`src/design/tle_pkg.sv`:
```
// shared types and constants for the terminal line editor
`default_nettype none

package tle_pkg;

  localparam int BUF_DEPTH   = 32;
  localparam int STORE_DEPTH = 32;
  localparam int STORE_AW    = $clog2(STORE_DEPTH);
  localparam int EFF_MAX     = (BUF_DEPTH < STORE_DEPTH) ? BUF_DEPTH : STORE_DEPTH;

  localparam logic [5:0] CAP_RESET = 6'd32;
  localparam logic [5:0] CAP_MIN   = 6'd2;
  localparam logic [5:0] CAP_MAX   = 6'(EFF_MAX);

  // input commands
  localparam logic [1:0] CMD_RX      = 2'd0;
  localparam logic [1:0] CMD_FAIL    = 2'd1;
  localparam logic [1:0] CMD_PRELOAD = 2'd2;

  // line status codes
  localparam logic [2:0] ST_EDIT   = 3'd0;
  localparam logic [2:0] ST_DONE   = 3'd1;
  localparam logic [2:0] ST_FULL   = 3'd2;
  localparam logic [2:0] ST_FAILED = 3'd3;
  localparam logic [2:0] ST_CLOSED = 3'd4;

  // escape parse phase
  localparam logic [1:0] ESC_NORMAL = 2'd0;
  localparam logic [1:0] ESC_AFTER  = 2'd1;
  localparam logic [1:0] ESC_CSI    = 2'd2;

  // control characters
  localparam logic [7:0] CH_LF     = 8'h0A;
  localparam logic [7:0] CH_CR     = 8'h0D;
  localparam logic [7:0] CH_EOT    = 8'h04;
  localparam logic [7:0] CH_BS     = 8'h08;
  localparam logic [7:0] CH_DEL    = 8'h7F;
  localparam logic [7:0] CH_KILL   = 8'h15;
  localparam logic [7:0] CH_ESC    = 8'h1B;
  localparam logic [7:0] CH_LBRACK = 8'h5B;
  localparam logic [7:0] FINAL_LO  = 8'h40;
  localparam logic [7:0] FINAL_HI  = 8'h7E;

  typedef struct packed {
    logic [1:0] cmd;
    logic [7:0] data_byte;
  } in_t;

  typedef struct packed {
    logic       echo_valid;
    logic [7:0] echo_byte;
    logic [4:0] erase_count;
    logic [2:0] status;
    logic [4:0] line_length;
    logic       line_valid;
    logic [7:0] line_byte;
    logic       last;
  } out_t;

  typedef struct packed {
    logic capture_in;
    logic eval_load;
    logic rd_issue;
    logic rd_load;
  } cmd_t;

  typedef struct packed {
    logic out_free;
    logic line_more;
    logic rd_last;
  } stat_t;

endpackage

`default_nettype wire

```
`src/design/tle_ctrl.sv`:
```
// controller state machine for the terminal line editor
`default_nettype none

module tle_ctrl (
  input  wire logic          clk_i,
  input  wire logic          rst_ni,
  input  wire logic          in_valid_i,
  output logic               in_ready_o,
  input  wire tle_pkg::stat_t stat_i,
  output tle_pkg::cmd_t      cmd_o
);
  import tle_pkg::*;

  localparam logic [1:0] S_IDLE = 2'd0;
  localparam logic [1:0] S_EVAL = 2'd1;
  localparam logic [1:0] S_RD   = 2'd2;
  localparam logic [1:0] S_LD   = 2'd3;

  logic [1:0] state_q, state_d;

  assign in_ready_o = (state_q == S_IDLE);

  always_comb begin
    state_d = state_q;
    cmd_o   = '0;
    unique case (state_q)
      S_IDLE: begin
        if (in_valid_i) begin
          cmd_o.capture_in = 1'b1;
          state_d = S_EVAL;
        end
      end
      S_EVAL: begin
        if (stat_i.out_free) begin
          cmd_o.eval_load = 1'b1;
          state_d = stat_i.line_more ? S_RD : S_IDLE;
        end
      end
      S_RD: begin
        cmd_o.rd_issue = 1'b1;
        state_d = S_LD;
      end
      S_LD: begin
        if (stat_i.out_free) begin
          cmd_o.rd_load = 1'b1;
          state_d = stat_i.rd_last ? S_IDLE : S_RD;
        end
      end
      default: state_d = S_IDLE;
    endcase
  end

  always_ff @(posedge clk_i or negedge rst_ni) begin
    if (!rst_ni) begin
      state_q <= S_IDLE;
    end else begin
      state_q <= state_d;
    end
  end

endmodule

`default_nettype wire

```
`src/design/tle_dpath.sv`:
```
// datapath: line store, fill count, escape phase and result register
`default_nettype none

module tle_dpath (
  input  wire logic          clk_i,
  input  wire logic          rst_ni,
  input  wire tle_pkg::in_t  in_data_i,
  input  wire logic          cfg_we_i,
  input  wire logic [5:0]    cfg_data_i,
  input  wire tle_pkg::cmd_t cmd_i,
  output tle_pkg::stat_t     stat_o,
  output logic               out_valid_o,
  input  wire logic          out_ready_i,
  output tle_pkg::out_t      out_data_o
);
  import tle_pkg::*;

  logic [7:0]          mem_q [STORE_DEPTH];
  logic [7:0]          rdata_q;
  in_t                 in_q;
  logic [5:0]          cap_q;
  logic [STORE_AW-1:0] fill_q, fill_d;
  logic [1:0]          esc_q, esc_d;
  logic [4:0]          end_len_q;
  logic [2:0]          end_st_q;
  logic [STORE_AW-1:0] rd_idx_q;
  out_t                out_q, res;
  out_t                rd_res;
  logic                out_valid_q;

  logic [5:0]          cap_clamp;
  logic [4:0]          limit;
  logic [STORE_AW-1:0] fill_inc;
  logic                wr_en;
  logic                ends;
  logic [7:0]          b;

  always_comb begin
    cap_clamp = cap_q;
    if (cap_q < CAP_MIN) cap_clamp = CAP_MIN;
    if (cap_q > CAP_MAX) cap_clamp = CAP_MAX;
    limit = 5'(cap_clamp - 6'd1);
  end

  assign b        = in_q.data_byte;
  assign fill_inc = fill_q + 1'b1;

  always_comb begin
    fill_d = fill_q;
    esc_d  = esc_q;
    wr_en  = 1'b0;
    ends   = 1'b0;
    res    = '0;
    res.status      = ST_EDIT;
    res.line_length = 5'(fill_q);
    res.last        = 1'b1;
    priority if (in_q.cmd == CMD_FAIL) begin
      ends = 1'b1;
      res.status = ST_FAILED;
    end else if (in_q.cmd != CMD_RX && in_q.cmd != CMD_PRELOAD) begin
      // unused command, plain editing result
    end else if (5'(fill_q) >= limit) begin
      ends = 1'b1;
      res.status = ST_FULL;
    end else if (in_q.cmd == CMD_PRELOAD) begin
      wr_en = 1'b1;
      fill_d = fill_inc;
      res.line_length = 5'(fill_inc);
      if (5'(fill_inc) >= limit) begin
        ends = 1'b1;
        res.status = ST_FULL;
      end
    end else if (esc_q == ESC_AFTER) begin
      esc_d = (b == CH_LBRACK) ? ESC_CSI : ESC_NORMAL;
    end else if (esc_q == ESC_CSI) begin
      if (b >= FINAL_LO && b <= FINAL_HI) esc_d = ESC_NORMAL;
    end else begin
      unique case (b)
        CH_LF, CH_CR: begin
          ends = 1'b1;
          res.status = ST_DONE;
          res.echo_valid = 1'b1;
          res.echo_byte = CH_LF;
        end
        CH_EOT: begin
          ends = 1'b1;
          res.status = ST_CLOSED;
        end
        CH_BS, CH_DEL: begin
          if (fill_q != '0) begin
            fill_d = fill_q - 1'b1;
            res.erase_count = 5'd1;
            res.line_length = 5'(fill_q - 1'b1);
          end
        end
        CH_KILL: begin
          fill_d = '0;
          res.erase_count = 5'(fill_q);
          res.line_length = 5'd0;
        end
        CH_ESC: begin
          esc_d = ESC_AFTER;
        end
        default: begin
          wr_en = 1'b1;
          fill_d = fill_inc;
          res.echo_valid = 1'b1;
          res.echo_byte = b;
          res.line_length = 5'(fill_inc);
          if (5'(fill_inc) >= limit) begin
            ends = 1'b1;
            res.status = ST_FULL;
          end
        end
      endcase
    end
    if (ends) begin
      fill_d = '0;
      esc_d = ESC_NORMAL;
      res.last = (res.line_length == 5'd0);
    end
  end

  assign stat_o.out_free  = !out_valid_q || out_ready_i;
  assign stat_o.line_more = ends && (res.line_length != 5'd0);
  assign stat_o.rd_last   = ({1'b0, rd_idx_q} + 6'd1) == {1'b0, end_len_q};

  always_comb begin
    rd_res             = '0;
    rd_res.status      = end_st_q;
    rd_res.line_length = end_len_q;
    rd_res.line_valid  = 1'b1;
    rd_res.line_byte   = rdata_q;
    rd_res.last        = stat_o.rd_last;
  end

  always_ff @(posedge clk_i) begin
    if (cmd_i.eval_load && wr_en) mem_q[fill_q] <= b;
    if (cmd_i.rd_issue) rdata_q <= mem_q[rd_idx_q];
  end

  always_ff @(posedge clk_i) begin
    if (cmd_i.capture_in) in_q <= in_data_i;
    if (cmd_i.eval_load) begin
      end_len_q <= res.line_length;
      end_st_q  <= res.status;
      out_q     <= res;
    end else if (cmd_i.rd_load) begin
      out_q <= rd_res;
    end
  end

  always_ff @(posedge clk_i or negedge rst_ni) begin
    if (!rst_ni) begin
      cap_q       <= CAP_RESET;
      fill_q      <= '0;
      esc_q       <= ESC_NORMAL;
      rd_idx_q    <= '0;
      out_valid_q <= 1'b0;
    end else begin
      if (cfg_we_i) cap_q <= cfg_data_i;
      if (cmd_i.eval_load) begin
        fill_q   <= fill_d;
        esc_q    <= esc_d;
        rd_idx_q <= '0;
      end else if (cmd_i.rd_load) begin
        rd_idx_q <= rd_idx_q + 1'b1;
      end
      if (cmd_i.eval_load || cmd_i.rd_load) begin
        out_valid_q <= 1'b1;
      end else if (out_ready_i) begin
        out_valid_q <= 1'b0;
      end
    end
  end

  assign out_valid_o = out_valid_q;
  assign out_data_o  = out_q;

endmodule

`default_nettype wire

```
`src/design/terminal_line_editor.sv`:
```
// top level of the terminal line editor
//
//   channel   direction  handshake            payload
//   in        input      in_valid/in_ready    tle_pkg::in_t  (cmd, data_byte)
//   out       output     out_valid/out_ready  tle_pkg::out_t (result fields)
//   cfg       input      cfg_we               line_capacity, 6 bits
//
// a request is captured, then decoded and used to update the line state
// a finished line then reads out each stored byte: store read, then result load
// an output stall holds the result register and pauses the controller
// reset clears state, fill count, escape phase and capacity (32); the store is not cleared
`default_nettype none

module terminal_line_editor (
  input  wire logic          clk_i,
  input  wire logic          rst_ni,
  input  wire logic          in_valid_i,
  output logic               in_ready_o,
  input  wire tle_pkg::in_t  in_data_i,
  output logic               out_valid_o,
  input  wire logic          out_ready_i,
  output tle_pkg::out_t      out_data_o,
  input  wire logic          cfg_we_i,
  input  wire logic [5:0]    cfg_data_i
);
  import tle_pkg::*;

  cmd_t  cmd;
  stat_t stat;

  tle_ctrl u_ctrl (
    .clk_i      (clk_i),
    .rst_ni     (rst_ni),
    .in_valid_i (in_valid_i),
    .in_ready_o (in_ready_o),
    .stat_i     (stat),
    .cmd_o      (cmd)
  );

  tle_dpath u_dpath (
    .clk_i       (clk_i),
    .rst_ni      (rst_ni),
    .in_data_i   (in_data_i),
    .cfg_we_i    (cfg_we_i),
    .cfg_data_i  (cfg_data_i),
    .cmd_i       (cmd),
    .stat_o      (stat),
    .out_valid_o (out_valid_o),
    .out_ready_i (out_ready_i),
    .out_data_o  (out_data_o)
  );

endmodule

`default_nettype wire

```
`config.mk`:
```
export PLATFORM = sky130hd
export DESIGN_NAME = terminal_line_editor
export DESIGN_NICKNAME = d
export VERILOG_FILES = /design/src/design/tle_pkg.sv /design/src/design/tle_ctrl.sv /design/src/design/tle_dpath.sv /design/src/design/terminal_line_editor.sv
export SDC_FILE = /design/constraint.sdc
export NUM_CORES = 1
export LEC_CHECK = 0
export ABC_CLOCK_PERIOD_IN_PS = 3950
export BUFFER_PORTS_ARGS = -buffer_cell sky130_fd_sc_hd__buf_2
export CORE_ASPECT_RATIO = 1.25
export CORE_MARGIN = 4
export CORE_UTILIZATION = 62
export DETAILED_ROUTE_END_ITERATION = 10
export PLACE_DENSITY = 0.8
export SYNTH_ARGS = -nofsm -noshare
export SYNTH_HDL_FRONTEND = slang
export SYNTH_SLANG_ARGS = --single-unit
```
`constraint.sdc`:
```
create_clock -name clk_i -period 3.95 [get_ports clk_i]
set_input_delay 0.1975 -clock clk_i [delete_from_list [all_inputs] [get_ports clk_i]]
set_output_delay 0.1975 -clock clk_i [all_outputs]
set_load 0.01 [all_outputs]
```
==> summary.log <==
INFO  sta            fin_ws=0.1799ns
INFO  grt            grt_util_all_layers=27.86%
INFO  cts            cts_root_buf=clkbuf_16
INFO  cells_and_area instances_no_fill=1262
INFO  route          drc=0
INFO  floorplan      fp.dieH=177.8um
INFO  sta            period_minus_slack=3.770ns
INFO  power          seq_power_share=43.5%
INFO  route          drt_first_iter_violations=1082
INFO  floorplan      die_width=143.8um
INFO  worst_setup_path critical-path-top-delay-family=simple AND/OR/NAND/NOR gates
INFO  placement      place_congestion=0.9775
INFO  worst_setup_path cp_cell_sequence=nor3_1, nand2b_1, nand3_1, ha_2, xnor2_1, ha_1, or2_2, a31oi_2, o31ai_4, nor3_2, nand2_1, buf_4, nor2_1, buf_4
INFO  cells_and_area post_route_cells_drive_above_1_share=29.11%
INFO  cells_and_area ff_latch_area=9871um2
INFO  logic_synthesis synth_largest_type_area_fraction=64.07%
INFO  cts            clock_sink_count=335
INFO  grt            grt_max_degree=68
INFO  logic_synthesis synth_cell_type_count=86
INFO  placement      dpl_worst_slack=0.06352ns
INFO  logic_synthesis postSynthCellCount=822
INFO  worst_setup_path cp_endpoint_kind=register
INFO  sta            timing.clock.skew=0.009985ns
INFO  grt            vias_in_the_first_global_route=8690
INFO  placement      numPlacedInstances=1177
INFO  worst_setup_path cp_max_delay_cell=dfrtp_1
INFO  route          post_drt_wl_per_cell=27.06um
INFO  sta            final-max-slew-violation-count=0
INFO  cells_and_area n_fill_cell=1325
INFO  sta            measured_slew_at_the_worst_slew_check_pin=1.038ns
INFO  logic_synthesis total_of_warnings_raised_by_yosys=0
INFO  grt            wire_length_of_the_first_global_routing_pass=53070um
INFO  sta            final_min_period_over_clock_period=95.44%
INFO  grt            grt_overflow_total=0
INFO  logic_synthesis mappedNetlistArea=14290um2
INFO  grt            grt_antenna_before_repair=0
INFO  worst_setup_path start_kind=register
INFO  placement      placement.io_buffers=54
INFO  logic_synthesis dominantRegCellSynth=edfxtp_1
INFO  power          p_sw=3090uW
INFO  outcome        run_status=finished, final reports clean
INFO  route          drtPass1Iterations=5
INFO  power          static-leakage-power=0.005608uW
INFO  sta            final_hold_fails=0
INFO  route          detailroute.via_count=8459
INFO  cts            htree_num_levels=1
INFO  power          power-per-cell-area=624.8nW/um2
INFO  worst_setup_path cp_slowest_stage_delay=0.44ns
INFO  worst_setup_path worst-endpoint-arrival=4.03ns
INFO  run            max_cap_viol_count=0
INFO  worst_setup_path timing.critical_path.required=4.21ns
INFO  logic_synthesis asyncSetResetFlopFracSynth=6.269%
INFO  cells_and_area layout.nets=991
INFO  worst_setup_path crit_path_max_fanout=14
INFO  sta            timing.slew.headroom=30.82%
INFO  sta            setup_tns=0ns
INFO  power          power_frac_comb=28.7%
INFO  cts            cts_tree=built
INFO  power          p_int=7163uW
INFO  power          p_sw_share=30.14%
INFO  cts            insertion_delay=0.56ns
INFO  logic_synthesis synth_area_leaders=edfxtp_1, mux4_2, dfrtp_1
INFO  sta            fmaxAchievable=0.2652GHz
INFO  cells_and_area count_of_antenna_diodes_in_the_layout=0
INFO  power          ir_drop=0.4951mV
INFO  power          power_frac_clock=27.8%
INFO  floorplan      start_util=63.71%
INFO  cells_and_area multi_input_area=4172um2
INFO  logic_synthesis syn_avg_cell_area=17.39um2
INFO  logic_synthesis flops_latches_synth=335
INFO  min_path       min-delay-path-class=input pin to asynchronous set/reset pin
INFO  floorplan      std_cell_rows=61
INFO  floorplan      coreArea=22440um2
INFO  cells_and_area area_growth_syn_to_layout=14.80%
INFO  floorplan      dieArea=25560um2
INFO  cts            clkTransAtPathRegs=0.06ns
INFO  logic_synthesis synthesized_nets=859
INFO  worst_setup_path criticalPathCategory=register to register
INFO  placement      place_hpwl=21660um
INFO  logic_synthesis synth_largest_area_cell=edfxtp_1
INFO  floorplan      top_level_ports=55
INFO  cts            numCtsBuffers=31
INFO  route          vias_per_cell=6.703
INFO  sta            grt_setup_unrepaired=no
INFO  worst_setup_path timing.critical_path.mode_cell=buf_4
INFO  worst_setup_path timing.critical_path.buf_inv=2
INFO  route          wirelength=34150um
INFO  sta            setup_violations=0
INFO  cts            clock_tree.buffer_depth=3
INFO  route          drt.antenna.violating_nets=0
INFO  logic_synthesis synth-seq-area-share=69.02%
INFO  logic_synthesis count_of_flip_flops_with_a_built_in_enable_after_synthesis=305
## layout by cell type, fill, tap and decap left out, types with 6 or more instances in the layout
cell	synthesis	final
nor2_1	53	53
nand2b_1	8	8
buf_2	4	54
nand3_1	20	20
clkinv_1	0	6
clkbuf_16	0	31
xnor2_1	6	6
nor3_1	10	9
a21oi_1	18	17
inv_1	11	11
mux4_2	80	80
mux2i_1	7	7
dfrtp_1	20	18
and3_1	12	12
a31oi_1	6	6
dfxtp_1	9	9
mux2_2	14	14
o21ai_0	15	15
ha_1	16	15
clkbuf_1	19	8
nand2_1	58	58
dlygate4sd3_1	0	26
edfxtp_1	305	305
buf_4	1	60
## routing by layer
metal / global-route usage [%] / part of all wire, % / routed length [um]
met1: 37.48 / 36 / 12440
met2: 48.15 / 53 / 18020
met3: 4.151 / 8.0 / 2746
met4: 7.496 / 2.8 / 942
met5: 0 / 0 / 0
## power groups by stage
stage | combinational (uW) | clock (uW) | sequential [uW]
floorplan | 2050 | 0 | 4490
global placement | 2800 | 0 | 4510
detailed placement | 2880 | 0 | 4530
CTS | 2940 | 2880 | 4460
global route | 3170 | 3050 | 4490
finish | 2950 | 2850 | 4460
## final timing paths
check	cells past startpoint	start	slack, ns	endpoint
worst max-delay path	14	u_dpath.cap_q[4]	0.18	u_dpath.mem_q[25][7]
worst min-delay path	2	rst_ni	0.17	u_ctrl.state_q[0]
worst max register to register	14	u_dpath.cap_q[4]	0.18	u_dpath.mem_q[25][7]
worst min register to register	2	u_dpath.out_data_o[7]	0.44	u_dpath.out_data_o[7]
max in group asynchronous	2	rst_ni	3.34	u_dpath.rd_idx_q[0]
min in group clk_i	2	in_data_i[7]	0.35	u_dpath.b[7]
## per-stage QoR
step	area, um2	utilization, %	hold slack (ns)	total power [uW]
after floorplan	14300	-	-0.09809	6536
after global placement	15160	67.55	0.2012	7313
after detailed placement	15160	67.55	0.2095	7409
after CTS	16400	73.07	0.1564	10280
after global routing	16410	73.13	0.2016	10720
final	16410	73.13	0.1745	10250
## Yosys cell counts (all sizes together), types with 6 or more instances
library cell and n:
edfxtp 305, mux4 80, nand2 60, nor2 55, buf 21, clkbuf 20, dfrtp 20, nand3 20
a21oi 19, ha 16, o21ai 16, mux2 14, and3 13, inv 11, nor3 11, dfxtp 9
nand2b 8, a31oi 7, mux2i 7, or3 6, xnor2 6
## area by class of cell
class                           count  area share, %
Inverter                           11         0.2516
Multi-Input combinational cell    434          25.42
Clock inverter                     18         0.9302
Sequential cell                   335          60.15
Timing Repair Buffer              141          6.099
Clock buffer                       40          4.994
Tap cell                          283          2.158
## registers in the layout, summed over array words and instances, names as in the netlist
signal / cells
u_dpath.rdata_q: 8
u_dpath.out_data_o: 32
u_dpath.mem_q: 256
u_dpath.cap_q: 6
u_dpath.in_q: 2
u_dpath.fill_q: 5
u_dpath.esc_q: 2
u_dpath.end_len_q: 5
u_dpath.out_valid_o: 1
u_dpath.b: 8
u_dpath.rd_idx_q: 5
u_ctrl.state_q: 2
u_dpath.end_st_q: 3
## timing repair
| item | in CTS | in global routing |
|---|---|---|
| hold endpoints to repair | 39 | 0 |
| hold buffers | 26 | 0 |
| pin swaps | 0 | 1 |
| setup buffers | 0 | 1 |
| gates resized for setup | 1 | 2 |
| gates cloned | 0 | 0 |
| setup endpoints to repair | 8 | 43 |
## cells by family (layout without fill, tap and decap cells)
group	count (synthesis)	in the layout	synth area share (%)
xor+xnor	11	11	0.6739
compound gates	88	88	4.578
flops	335	335	69.02
simple gates	217	217	8.175
mux	101	101	14.20
fa+ha+maj	17	17	1.470
buf+inv	53	210	1.891
(Power assumes the default switching activity.)
